--- src/gn3d_pkg.sv ---
// shared constants and gradient helper for the 3d gradient noise block
`timescale 1ns / 1ps
package gn3d_pkg;

    localparam int FRAC_BITS  = 16;
    localparam int COORD_W    = 24;
    localparam int IDX_W      = 8;
    localparam int TABLE_SIZE = 1 << IDX_W;
    localparam int OP_W       = 24;
    localparam int GRAD_W     = 20;
    localparam int FADE_W     = 18;
    localparam int OUT_W      = 17;

    localparam logic signed [OP_W-1:0] ONE_Q     = OP_W'(1) <<< FRAC_BITS;
    localparam logic signed [OP_W-1:0] FIFTEEN_Q = OP_W'(15) <<< FRAC_BITS;
    localparam logic signed [OP_W-1:0] TEN_Q     = OP_W'(10) <<< FRAC_BITS;
    localparam logic [OUT_W-1:0]       OUT_MAX   = OUT_W'(1) << FRAC_BITS;

    typedef logic signed [FRAC_BITS+1:0] crd_t;
    typedef logic signed [GRAD_W-1:0]    grad_t;

    // dot product of corner offset with one of 12 gradient directions
    function automatic grad_t corner_grad(input logic [3:0] h, input crd_t x,
                                          input crd_t y, input crd_t z);
        crd_t  u;
        crd_t  v;
        grad_t su;
        grad_t sv;
        u = (h < 4'd8) ? x : y;
        if (h < 4'd4) begin
            v = y;
        end else if (h == 4'd12 || h == 4'd14) begin
            v = x;
        end else begin
            v = z;
        end
        su = GRAD_W'(u);
        sv = GRAD_W'(v);
        if (h[0]) su = -su;
        if (h[1]) sv = -sv;
        return su + sv;
    endfunction

endpackage

--- src/gradient_noise_3d.sv ---
// 3d gradient noise evaluator with loadable permutation table
//
// channel  dir  ports
// s_       in   s_valid s_ready s_req_type s_coord_x s_coord_y s_coord_z
//                s_entry_index s_entry_value
// m_       out  m_valid m_ready m_noise_value
//
// a load item writes the table when it is accepted; an evaluate item runs
// through the table lookup, fade, blend and output states, and no new item
// is accepted until it is done, as the table has a single read port and
// there is one shared multiplier
// after reset the table is set to the identity before any item is taken
// a result waiting on m_ready holds the next in S_OUT, which takes no items
`timescale 1ns / 1ps
module gradient_noise_3d
    import gn3d_pkg::*;
(
    input  logic                 aclk,
    input  logic                 aresetn,
    input  logic                 s_valid,
    output logic                 s_ready,
    input  logic                 s_req_type,
    input  logic [COORD_W-1:0]   s_coord_x,
    input  logic [COORD_W-1:0]   s_coord_y,
    input  logic [COORD_W-1:0]   s_coord_z,
    input  logic [IDX_W-1:0]     s_entry_index,
    input  logic [IDX_W-1:0]     s_entry_value,
    output logic                 m_valid,
    input  logic                 m_ready,
    output logic [OUT_W-1:0]     m_noise_value
);

    typedef enum logic [2:0] {
        S_CLEAR, S_IDLE, S_LOOK, S_FADE, S_BLEND, S_OUT
    } state_t;

    state_t                  state_reg;
    logic [3:0]              cnt_reg;
    logic [1:0]              sel_reg;
    logic [2:0]              bi_reg;
    logic [3:0]              count_reg;
    logic [IDX_W-1:0]        clr_reg;
    logic [IDX_W-1:0]        ix_reg, iy_reg, iz_reg;
    logic [FRAC_BITS-1:0]    fx_reg, fy_reg, fz_reg;
    logic [IDX_W-1:0]        a_reg, b_reg, aa_reg, ab_reg, ba_reg, bb_reg;
    grad_t                   g_reg [8];
    logic signed [FADE_W-1:0] fade_reg [3];
    logic signed [OP_W-1:0]  opa_reg, opb_reg, prod_reg, s_tmp_reg;
    logic                    m_valid_reg;
    logic [OUT_W-1:0]        m_noise_reg;

    logic [IDX_W-1:0]        mem [TABLE_SIZE];
    logic [IDX_W-1:0]        rdata_reg;
    logic [IDX_W-1:0]        rd_addr;
    logic                    wr_en;
    logic [IDX_W-1:0]        wr_addr, wr_data;

    logic                    accept;
    logic                    out_free;

    // shared multiplier, sign-magnitude with round half away from zero
    logic [OP_W-1:0]         ma, mb;
    logic [2*OP_W-1:0]       mround;
    logic [OP_W-1:0]         mmag;
    logic                    mneg;
    logic signed [OP_W-1:0]  mul_q;

    logic [3:0]              kk;
    crd_t                    cx, cy, cz;
    logic [FRAC_BITS-1:0]    tsel;
    logic signed [OP_W-1:0]  tq;
    logic signed [FADE_W-1:0] wsel;
    logic signed [OP_W-1:0]  bsum;
    logic signed [GRAD_W:0]  rsum;
    logic [GRAD_W:0]         rhalf;
    logic [OUT_W-1:0]        out_val;

    assign accept   = s_valid && s_ready;
    assign s_ready  = (state_reg == S_IDLE);
    assign out_free = !m_valid_reg || m_ready;
    assign m_valid  = m_valid_reg;
    assign m_noise_value = m_noise_reg;

    always_comb begin
        ma     = opa_reg[OP_W-1] ? OP_W'(-opa_reg) : OP_W'(opa_reg);
        mb     = opb_reg[OP_W-1] ? OP_W'(-opb_reg) : OP_W'(opb_reg);
        mneg   = opa_reg[OP_W-1] ^ opb_reg[OP_W-1];
        mround = ma * mb + ((2*OP_W)'(1) << (FRAC_BITS - 1));
        mmag   = mround[FRAC_BITS +: OP_W];
        mul_q  = mneg ? -$signed(mmag) : $signed(mmag);
    end

    always_comb begin
        kk = cnt_reg - 4'd7;
        cx = kk[0] ? crd_t'({2'b00, fx_reg}) - crd_t'(ONE_Q)
                   : crd_t'({2'b00, fx_reg});
        cy = kk[1] ? crd_t'({2'b00, fy_reg}) - crd_t'(ONE_Q)
                   : crd_t'({2'b00, fy_reg});
        cz = kk[2] ? crd_t'({2'b00, fz_reg}) - crd_t'(ONE_Q)
                   : crd_t'({2'b00, fz_reg});
        case (sel_reg)
            2'd0:    tsel = fx_reg;
            2'd1:    tsel = fy_reg;
            default: tsel = fz_reg;
        endcase
        tq = OP_W'({1'b0, tsel});
        if (bi_reg < 3'd4) begin
            wsel = fade_reg[0];
        end else if (bi_reg < 3'd6) begin
            wsel = fade_reg[1];
        end else begin
            wsel = fade_reg[2];
        end
        bsum  = OP_W'(g_reg[0]) + prod_reg;
        rsum  = (GRAD_W+1)'(g_reg[0]) + (GRAD_W+1)'(ONE_Q);
        rhalf = (GRAD_W+1)'(rsum + (GRAD_W+1)'(1)) >> 1;
        if (rsum <= 0) begin
            out_val = '0;
        end else if (rhalf > (GRAD_W+1)'(OUT_MAX)) begin
            out_val = OUT_MAX;
        end else begin
            out_val = rhalf[OUT_W-1:0];
        end
    end

    always_comb begin
        case (cnt_reg)
            4'd0:    rd_addr = ix_reg;
            4'd1:    rd_addr = ix_reg + 1'b1;
            4'd2:    rd_addr = a_reg;
            4'd3:    rd_addr = a_reg + 1'b1;
            4'd4:    rd_addr = b_reg;
            4'd5:    rd_addr = b_reg + 1'b1;
            4'd6:    rd_addr = aa_reg;
            4'd7:    rd_addr = ba_reg;
            4'd8:    rd_addr = ab_reg;
            4'd9:    rd_addr = bb_reg;
            4'd10:   rd_addr = aa_reg + 1'b1;
            4'd11:   rd_addr = ba_reg + 1'b1;
            4'd12:   rd_addr = ab_reg + 1'b1;
            4'd13:   rd_addr = bb_reg + 1'b1;
            default: rd_addr = ix_reg;
        endcase
        wr_en   = (state_reg == S_CLEAR) || (accept && s_req_type);
        wr_addr = (state_reg == S_CLEAR) ? clr_reg : s_entry_index;
        wr_data = (state_reg == S_CLEAR) ? clr_reg : s_entry_value;
    end

    // permutation table
    always_ff @(posedge aclk) begin
        if (wr_en) begin
            mem[wr_addr] <= wr_data;
        end
        rdata_reg <= mem[rd_addr];
    end

    always_ff @(posedge aclk) begin
        if (!aresetn) begin
            state_reg   <= S_CLEAR;
            clr_reg     <= '0;
            cnt_reg     <= '0;
            sel_reg     <= '0;
            bi_reg      <= '0;
            count_reg   <= '0;
            m_valid_reg <= 1'b0;
        end else begin
            prod_reg <= mul_q;
            if (m_valid_reg && m_ready && state_reg != S_OUT) begin
                m_valid_reg <= 1'b0;
            end
            case (state_reg)
                S_CLEAR: begin
                    clr_reg <= clr_reg + 1'b1;
                    if (clr_reg == IDX_W'(TABLE_SIZE - 1)) begin
                        state_reg <= S_IDLE;
                    end
                end
                S_IDLE: begin
                    if (accept && !s_req_type) begin
                        ix_reg    <= s_coord_x[FRAC_BITS +: IDX_W];
                        iy_reg    <= s_coord_y[FRAC_BITS +: IDX_W];
                        iz_reg    <= s_coord_z[FRAC_BITS +: IDX_W];
                        fx_reg    <= s_coord_x[FRAC_BITS-1:0];
                        fy_reg    <= s_coord_y[FRAC_BITS-1:0];
                        fz_reg    <= s_coord_z[FRAC_BITS-1:0];
                        cnt_reg   <= '0;
                        state_reg <= S_LOOK;
                    end
                end
                S_LOOK: begin
                    case (cnt_reg)
                        4'd1:    a_reg  <= rdata_reg + iy_reg;
                        4'd2:    b_reg  <= rdata_reg + iy_reg;
                        4'd3:    aa_reg <= rdata_reg + iz_reg;
                        4'd4:    ab_reg <= rdata_reg + iz_reg;
                        4'd5:    ba_reg <= rdata_reg + iz_reg;
                        4'd6:    bb_reg <= rdata_reg + iz_reg;
                        default: begin
                            if (cnt_reg >= 4'd7) begin
                                g_reg[kk[2:0]] <= corner_grad(rdata_reg[3:0], cx, cy, cz);
                            end
                        end
                    endcase
                    if (cnt_reg == 4'd14) begin
                        cnt_reg   <= '0;
                        sel_reg   <= '0;
                        state_reg <= S_FADE;
                    end else begin
                        cnt_reg <= cnt_reg + 1'b1;
                    end
                end
                S_FADE: begin
                    case (cnt_reg)
                        4'd0: begin
                            opa_reg <= tq;
                            opb_reg <= OP_W'(tq * 6) - FIFTEEN_Q;
                        end
                        4'd1: begin
                            opa_reg <= tq;
                            opb_reg <= tq;
                        end
                        4'd2:    s_tmp_reg <= prod_reg + TEN_Q;
                        4'd3: begin
                            opa_reg <= prod_reg;
                            opb_reg <= tq;
                        end
                        4'd5: begin
                            opa_reg <= prod_reg;
                            opb_reg <= s_tmp_reg;
                        end
                        4'd7:    fade_reg[sel_reg] <= prod_reg[FADE_W-1:0];
                        default: ;
                    endcase
                    if (cnt_reg == 4'd7) begin
                        cnt_reg <= '0;
                        if (sel_reg == 2'd2) begin
                            bi_reg    <= '0;
                            count_reg <= 4'd8;
                            state_reg <= S_BLEND;
                        end else begin
                            sel_reg <= sel_reg + 1'b1;
                        end
                    end else begin
                        cnt_reg <= cnt_reg + 1'b1;
                    end
                end
                S_BLEND: begin
                    case (cnt_reg)
                        4'd0: begin
                            opa_reg <= OP_W'(wsel);
                            opb_reg <= OP_W'(g_reg[1]) - OP_W'(g_reg[0]);
                        end
                        4'd2: begin
                            // pop the pair, push the blended value at the tail
                            for (int i = 0; i < 8; i++) begin
                                if (4'(i) == count_reg - 4'd2) begin
                                    g_reg[i] <= bsum[GRAD_W-1:0];
                                end else if (i < 6) begin
                                    g_reg[i] <= g_reg[(i + 2) & 7];
                                end
                            end
                        end
                        default: ;
                    endcase
                    if (cnt_reg == 4'd2) begin
                        cnt_reg   <= '0;
                        count_reg <= count_reg - 1'b1;
                        bi_reg    <= bi_reg + 1'b1;
                        if (bi_reg == 3'd6) begin
                            state_reg <= S_OUT;
                        end
                    end else begin
                        cnt_reg <= cnt_reg + 1'b1;
                    end
                end
                S_OUT: begin
                    if (out_free) begin
                        m_valid_reg <= 1'b1;
                        m_noise_reg <= out_val;
                        state_reg   <= S_IDLE;
                    end
                end
                default: state_reg <= S_IDLE;
            endcase
        end
    end

endmodule
--- config.mk ---
export PLATFORM = sky130hd
export DESIGN_NAME = gradient_noise_3d
export DESIGN_NICKNAME = d
export VERILOG_FILES = /design/src/gn3d_pkg.sv /design/src/gradient_noise_3d.sv
export SDC_FILE = /design/constraint.sdc
export NUM_CORES = 2
export LEC_CHECK = 0
export BUFFER_PORTS_ARGS = -buffer_cell sky130_fd_sc_hd__buf_2
export CAP_MARGIN = 10
export CORE_MARGIN = 3
export CORE_UTILIZATION = 35
export DETAILED_ROUTE_END_ITERATION = 10
export PLACE_DENSITY = 0.45
export SLEW_MARGIN = 0
export SYNTH_ARGS = -nofsm -noshare
export SYNTH_HDL_FRONTEND = slang
export SYNTH_SLANG_ARGS = --single-unit
--- constraint.sdc ---
create_clock -name aclk -period 26.4 [get_ports aclk]
set_input_delay 6.6 -clock aclk [delete_from_list [all_inputs] [get_ports aclk]]
set_output_delay 6.6 -clock aclk [all_outputs]
set_load 0.05 [all_outputs]
## After elaboration in Yosys (flattened, before gate mapping)

Memories as Yosys holds them, arrays and structs flattened. A register that Yosys moved wholly into a read port is not among the register bits.
Cells that the tools add are included.

| storage, ports and cells | value |
|---|---|
| register bits | 258 |
| bits in writable memories | 2262 |
| output and inout port bits | 19 |
| logic and storage cells | 318 |
| memories kept | 3 |

| operators by class | value |
|---|---|
| add/sub/neg operators | 32 |
| multiply operators | 2 |
| magnitude comparators | 7 |
| equal/unequal tests | 45 |
| multiplexer cells | 158 |
| bitwise logic cells | 7 |
| reductions and logical operators | 39 |

Memory list:

| memory | words | width | rd ports | clocked after Yosys merged registers in | write ports | line | RTL |
|---|---|---|---|---|---|---|---|
| mem | 256 | 8 | 1 | 1 | 1 | gradient_noise_3d.sv:52 | `logic [IDX_W-1:0] mem [TABLE_SIZE];` |
| g_reg | 8 | 20 | 8 | 0 | 7 | gradient_noise_3d.sv:46 | `grad_t g_reg [8];` |
| fade_reg | 3 | 18 | 3 | 0 | 1 | gradient_noise_3d.sv:47 | `logic signed [FADE_W-1:0] fade_reg [3];` |

Operator list:

| kind | count |
|---|---|
| 20-bit 2-to-1 mux | 18 |
| 18-bit 2-to-1 mux | 12 |
| 24-bit case mux with 2 select lines | 3 |
| 24-bit 2-to-1 mux | 5 |
| 8-bit case mux with 13 select lines | 1 |
| 1-bit 2-to-1 mux | 86 |
| 24-bit negator | 3 |
| 24-bit case mux with 3 select lines | 1 |
| 8-bit by 1-bit adder with 8-bit output, second input constant | 8 |
| 16-bit by 17-bit subtractor with 18-bit output, second input constant | 3 |
| 20-bit adder | 2 |
| 40-bit by 16-bit adder with 40-bit output, second input constant | 1 |
| 24-bit by 24-bit multiplier with 40-bit output | 1 |
| 18-bit negator with 20-bit output | 2 |
| 20-bit OR reduction | 2 |
| 3-bit 2-to-1 mux | 13 |
| 4-bit equality test, second input constant | 9 |
| 16-bit case mux with 2 select lines | 1 |
| 4-bit 2-to-1 mux | 7 |
| 3-bit AND reduction | 9 |
| 24-bit by 21-bit adder with 24-bit output, second input constant | 1 |
| 20-bit by 18-bit adder with 21-bit output, second input constant | 1 |
| 21-bit by 2-bit adder with 21-bit output, second input constant | 1 |
| 21-bit by 1-bit <= comparator with 1-bit output, second input constant | 1 |
| other kinds (54) | 99 |

## Longest topological paths before layout

| logic depth | value |
|---|---|
| depth in word-level cells | 16 |
| depth in mapped cells | 36 |
| gate-level depth less buffers | 34 |

## Worst setup path before layout

Ideal clock, no wire load.

| path | value |
|---|---|
| path kind | input -> register |
| from | input s_entry_value[0] |
| to | memory mem[0][0], data pin |
| setup time | 823 ps |
| arrival time | 9634 ps |
| slack | 15944 ps |
| stages | 2 |
| path buffers | 0 |
| path through | nand2_1 -> nand2_1 |

| between the ends | value |
|---|---|
| word-level cells in the longest chain between the ends | 1 |

Ends and longest elaborated chain:

| element | line | RTL |
|---|---|---|
| from (decl) | gradient_noise_3d.sv:27 | `input logic [IDX_W-1:0] s_entry_value,` |
| 8-bit 2-to-1 mux | gradient_noise_3d.sv:146 | `wr_data = (state_reg == S_CLEAR) ? clr_reg : s_entry_value;` |
| net wr_data[0] | gradient_noise_3d.sv:56 | `logic [IDX_W-1:0] wr_addr, wr_data;` |
| to (decl) | gradient_noise_3d.sv:52 |  |

The timed path passes the listed nets, and every way through them passes these cells.

## Final worst setup path

| path | value |
|---|---|
| from | register opb_reg[0] |
| to | register prod_reg[23], data pin |

| between the ends | value |
|---|---|
| word-level cells in the longest chain between the ends | 6 |

Ends and longest elaborated chain:

| element | line | RTL |
|---|---|---|
| from (decl) | gradient_noise_3d.sv:48 | `logic signed [OP_W-1:0] opa_reg, opb_reg, prod_reg, s_tmp_reg;` |
| from (signal assigned) | gradient_noise_3d.sv:216 | `opb_reg <= OP_W'(tq * 6) - FIFTEEN_Q;` |
| from (signal assigned) | gradient_noise_3d.sv:220 | `opb_reg <= tq;` |
| from (signal assigned) | gradient_noise_3d.sv:225 | `opb_reg <= tq;` |
| 24-bit negator | gradient_noise_3d.sv:86 | `mb = opb_reg[OP_W-1] ? OP_W'(-opb_reg) : OP_W'(opb_reg);` |
| 24-bit 2-to-1 mux * | gradient_noise_3d.sv:86 |  |
| 24-bit by 24-bit multiplier with 40-bit output * | gradient_noise_3d.sv:88 | `mround = ma * mb + ((2*OP_W)'(1) << (FRAC_BITS - 1));` |
| 40-bit by 16-bit adder with 40-bit output * | gradient_noise_3d.sv:88 |  |
| 24-bit negator | gradient_noise_3d.sv:90 | `mul_q = mneg ? -$signed(mmag) : $signed(mmag);` |
| 24-bit 2-to-1 mux * | gradient_noise_3d.sv:90 |  |
| net mul_q[23] | gradient_noise_3d.sv:66 | `logic signed [OP_W-1:0] mul_q;` |
| to (signal assigned) | gradient_noise_3d.sv:167 | `prod_reg <= mul_q;` |
| to (decl) | gradient_noise_3d.sv:48 |  |

The timed path passes the listed nets; every way through them passes the cells marked *.
A chain may end at the register's enable or synchronous reset.

==> impl_metrics.env <==
export IMPL_peakVddDrop_mv=0.0491
export IMPL_fp_dieArea_mm2=0.372
export IMPL_fp_row_count=221
export IMPL_leakagePower_nw=51.8
export IMPL_p_total_mw=8.43
export IMPL_cpPeakStageDelay_ns=0.76
export IMPL_routed_via_count=87900
export IMPL_cts_tree="done"
export IMPL_grt_max_degree=143
export IMPL_relSlewSlack_pct=7.30
export IMPL_drc_errors=0
export IMPL_numCtsBuffers=293
export IMPL_syn_area_per_cell_um2=11.2
export IMPL_drt_iter0_markers=8197
export IMPL_max_cap_violations=0
export IMPL_finalSetupViolations=0
export IMPL_placed_area_mm2=0.134
export IMPL_synth_top_area_share_pct=58.7
export IMPL_n_fill_cell=34800
export IMPL_timing_critical_path_buf_inv=8
export IMPL_synth_edf_count=2495
export IMPL_clock_fmax_ghz=0.0878
export IMPL_first_global_vias=86200
export IMPL_cp_required_ns=27.03
export IMPL_post_route_period_util_pct=43.1
export IMPL_postSynth_asyncResetShare_pct=0
export IMPL_fin_area_mm2=0.143
export IMPL_final_hold_violation_count=0
export IMPL_ctsResizeCount=0
export IMPL_synth_area_top_cells="edfxtp_1 (59%), nand2_1 (8.4%), fa_1 (7.2%), nand3_1 (5.2%), ha_1 (2.6%)"
export IMPL_overflow=0
export IMPL_hold_path_class="reg -> reg"
export IMPL_synth_cell_types=97
export IMPL_vias_per_cell=5.37
export IMPL_antenna_found_initial=23
export IMPL_postCtsSetupBuffers=0
export IMPL_start_kind="flip-flop"
export IMPL_crit_family="adder cells"
export IMPL_drt_total_wl_mm=425
export IMPL_dieWidth_um=610
export IMPL_start_util_pct=35.2
export IMPL_final_layout_size_suffix_gt1_share_pct=7.51
export IMPL_dp_hpwl_mm=270
export IMPL_core_area_mm2=0.363
export IMPL_power_density_mw_per_mm2=58.9
export IMPL_ys_warn_count=0
export IMPL_r2r_setup_slack_ns=15.01
export IMPL_yosys_area_top_type="edfxtp_1"
export IMPL_rsz0062_at_grt="no"
export IMPL_critPathKind="reg -> reg"
export IMPL_synthFlopType="edfxtp_1"
export IMPL_hold_path_startpoint="count_reg[2]"
export IMPL_slowest_stage="inv_1"
export IMPL_wl_per_cell_um=26.0
export IMPL_io_buffers=111
export IMPL_seq_area_frac_synth_pct=59.2
export IMPL_ios=112
export IMPL_synth_ff_latch_count=2528
export IMPL_timing_rr_start="opb_reg[0]"
export IMPL_largest_register_ffs=2048
export IMPL_worst_pin_slew_ns=1.39
export IMPL_final_util_pct=39.4
export IMPL_crit_path_max_fanout=21
export IMPL_track_usage_pct=22.3
export IMPL_arrival_ns=12.01
export IMPL_status="finished clean"
export IMPL_tns_ns=0
export IMPL_grt_pass1_wl_mm=617
export IMPL_h_tree_depth=5
export IMPL_synth_cells=11400
export IMPL_syn_nets=12200
export IMPL_period_needed_ns=11.39
export IMPL_syn_area_mm2=0.128
export IMPL_firstDrtPassIters=6
export IMPL_finalNetCount=12200
export IMPL_finalMaxSlewViolations=0
export IMPL_gp_congestion=0.873
export IMPL_clk_pin_slew_ns=0.06
export IMPL_clock_skew_ns=0.0778
export IMPL_cp_end_kind="flip-flop"
export IMPL_antenna_left=0
export IMPL_clock_latency_ns=0.90
export IMPL_cts_root_buf="clkbuf_16"
export IMPL_clock_sinks=2528
export IMPL_cp_startpoint="opb_reg[0]"
export IMPL_area_growth_pct=12.2
export IMPL_cts_buffer_depth=4
export IMPL_cts_hold_buf=0
export IMPL_die_h_um=610
[synthesized netlist by cell type (16+ instances only)]
master	number
inv_1	602
nand4_1	26
mux2i_1	70
nand2_1	2843
a22oi_1	24
clkbuf_1	404
buf_2	152
nand3b_1	19
o21bai_1	16
nor2b_1	49
nand2b_1	34
and2_1	56
edfxtp_1	2495
nand3_1	1326
a311oi_1	237
a21boi_0	22
fa_1	462
o31ai_1	36
o211ai_1	29
a21o_1	63
dfxtp_1	33
buf_1	134
or3_1	36
a211oi_1	42
a311o_1	16
o21ai_0	215
a21oi_1	242
ha_1	263
xnor2_1	175
and3_1	151
nor3_1	70
xor2_1	96
a31oi_1	82
nor2_1	617
[tightest hold or removal path, stage by stage (launching register included)]
cell      delay [ns]
dfxtp_1         0.32
o21ai_0         0.06
a21boi_0        0.07
[worst paths after layout]
check | to | cells after the start
max | prod_reg[23] | 34
min | count_reg[2] | 2
max reg2reg | prod_reg[23] | 34
min reg2reg | count_reg[2] | 2
[kinds of logic (layout without fill, tap and decap cells)]
family	after synthesis	in the layout	synth area share [%]
multiplexers	80	80	0.639
buffers and inverters	1301	1471	4.01
adder cells (fa/ha/maj)	725	725	9.83
flip-flops	2528	2528	59.2
AO/OA/AOI/OAI	1186	1186	6.42
AND/OR/NAND/NOR	5292	5292	17.9
XOR/XNOR	277	277	1.94
other	0	6	0
[area by class of cell]
cell class              instances  area [um2]  share of cell area, %
clock buffers                 367        7770                   5.43
repair buffers                355        2650                   1.85
diodes                          6        15.0                 0.0105
well taps                    4794        6000                   4.19
multi-input cells            7560       47500                   33.2
clock inverters               146        1370                  0.960
flip-flops and latches       2528       75600                   52.8
inverters                     603        2260                   1.58
[layout by cell type, fill, tap and decap left out, types with 88 or more instances in the layout]
cell type	instances
inv_1	602
ha_1	263
o21ai_0	205
edfxtp_1	2495
xor2_1	88
buf_2	111
buf_4	222
and3_1	149
fa_1	462
nand3_1	1325
xnor2_1	162
a21oi_1	241
clkbuf_16	299
nand2_1	2819
a311oi_1	237
nor2_1	612
[per-stage QoR]
stage / worst slack, ns / hold slack, ns / std cells
5_1_grt: 14.38 / 0.533 / 16400
4_1_cts: 15.00 / 0.501 / 16400
2_1_floorplan: 15.94 / 0.464 / 11400
6_report: 15.01 / 0.500 / 16400
3_5_place_dp: 15.05 / 0.493 / 15800
3_3_place_gp: 15.11 / 0.483 / 15800
[power by group]
part / switching, mW / internal (mW) / total, mW
clock: 1.66 / 2.29 / 3.95
combinational: 0.0754 / 0.0150 / 0.0904
sequential: 0.00643 / 4.39 / 4.39
total: 1.74 / 6.69 / 8.43
[per-layer routing]
| metal | vias to the layer above | track usage [%] | part of all wire, % |
|---|---|---|---|
| li1 | 40000 | - | - |
| met1 | 44600 | 30.6 | 43 |
| met2 | 2764 | 36.8 | 48 |
| met3 | 573 | 2.69 | 5.4 |
| met4 | 2 | 7.25 | 3.6 |
| met5 | - | 0 | 0.0031 |
Power figures use the tool's default switching activity.
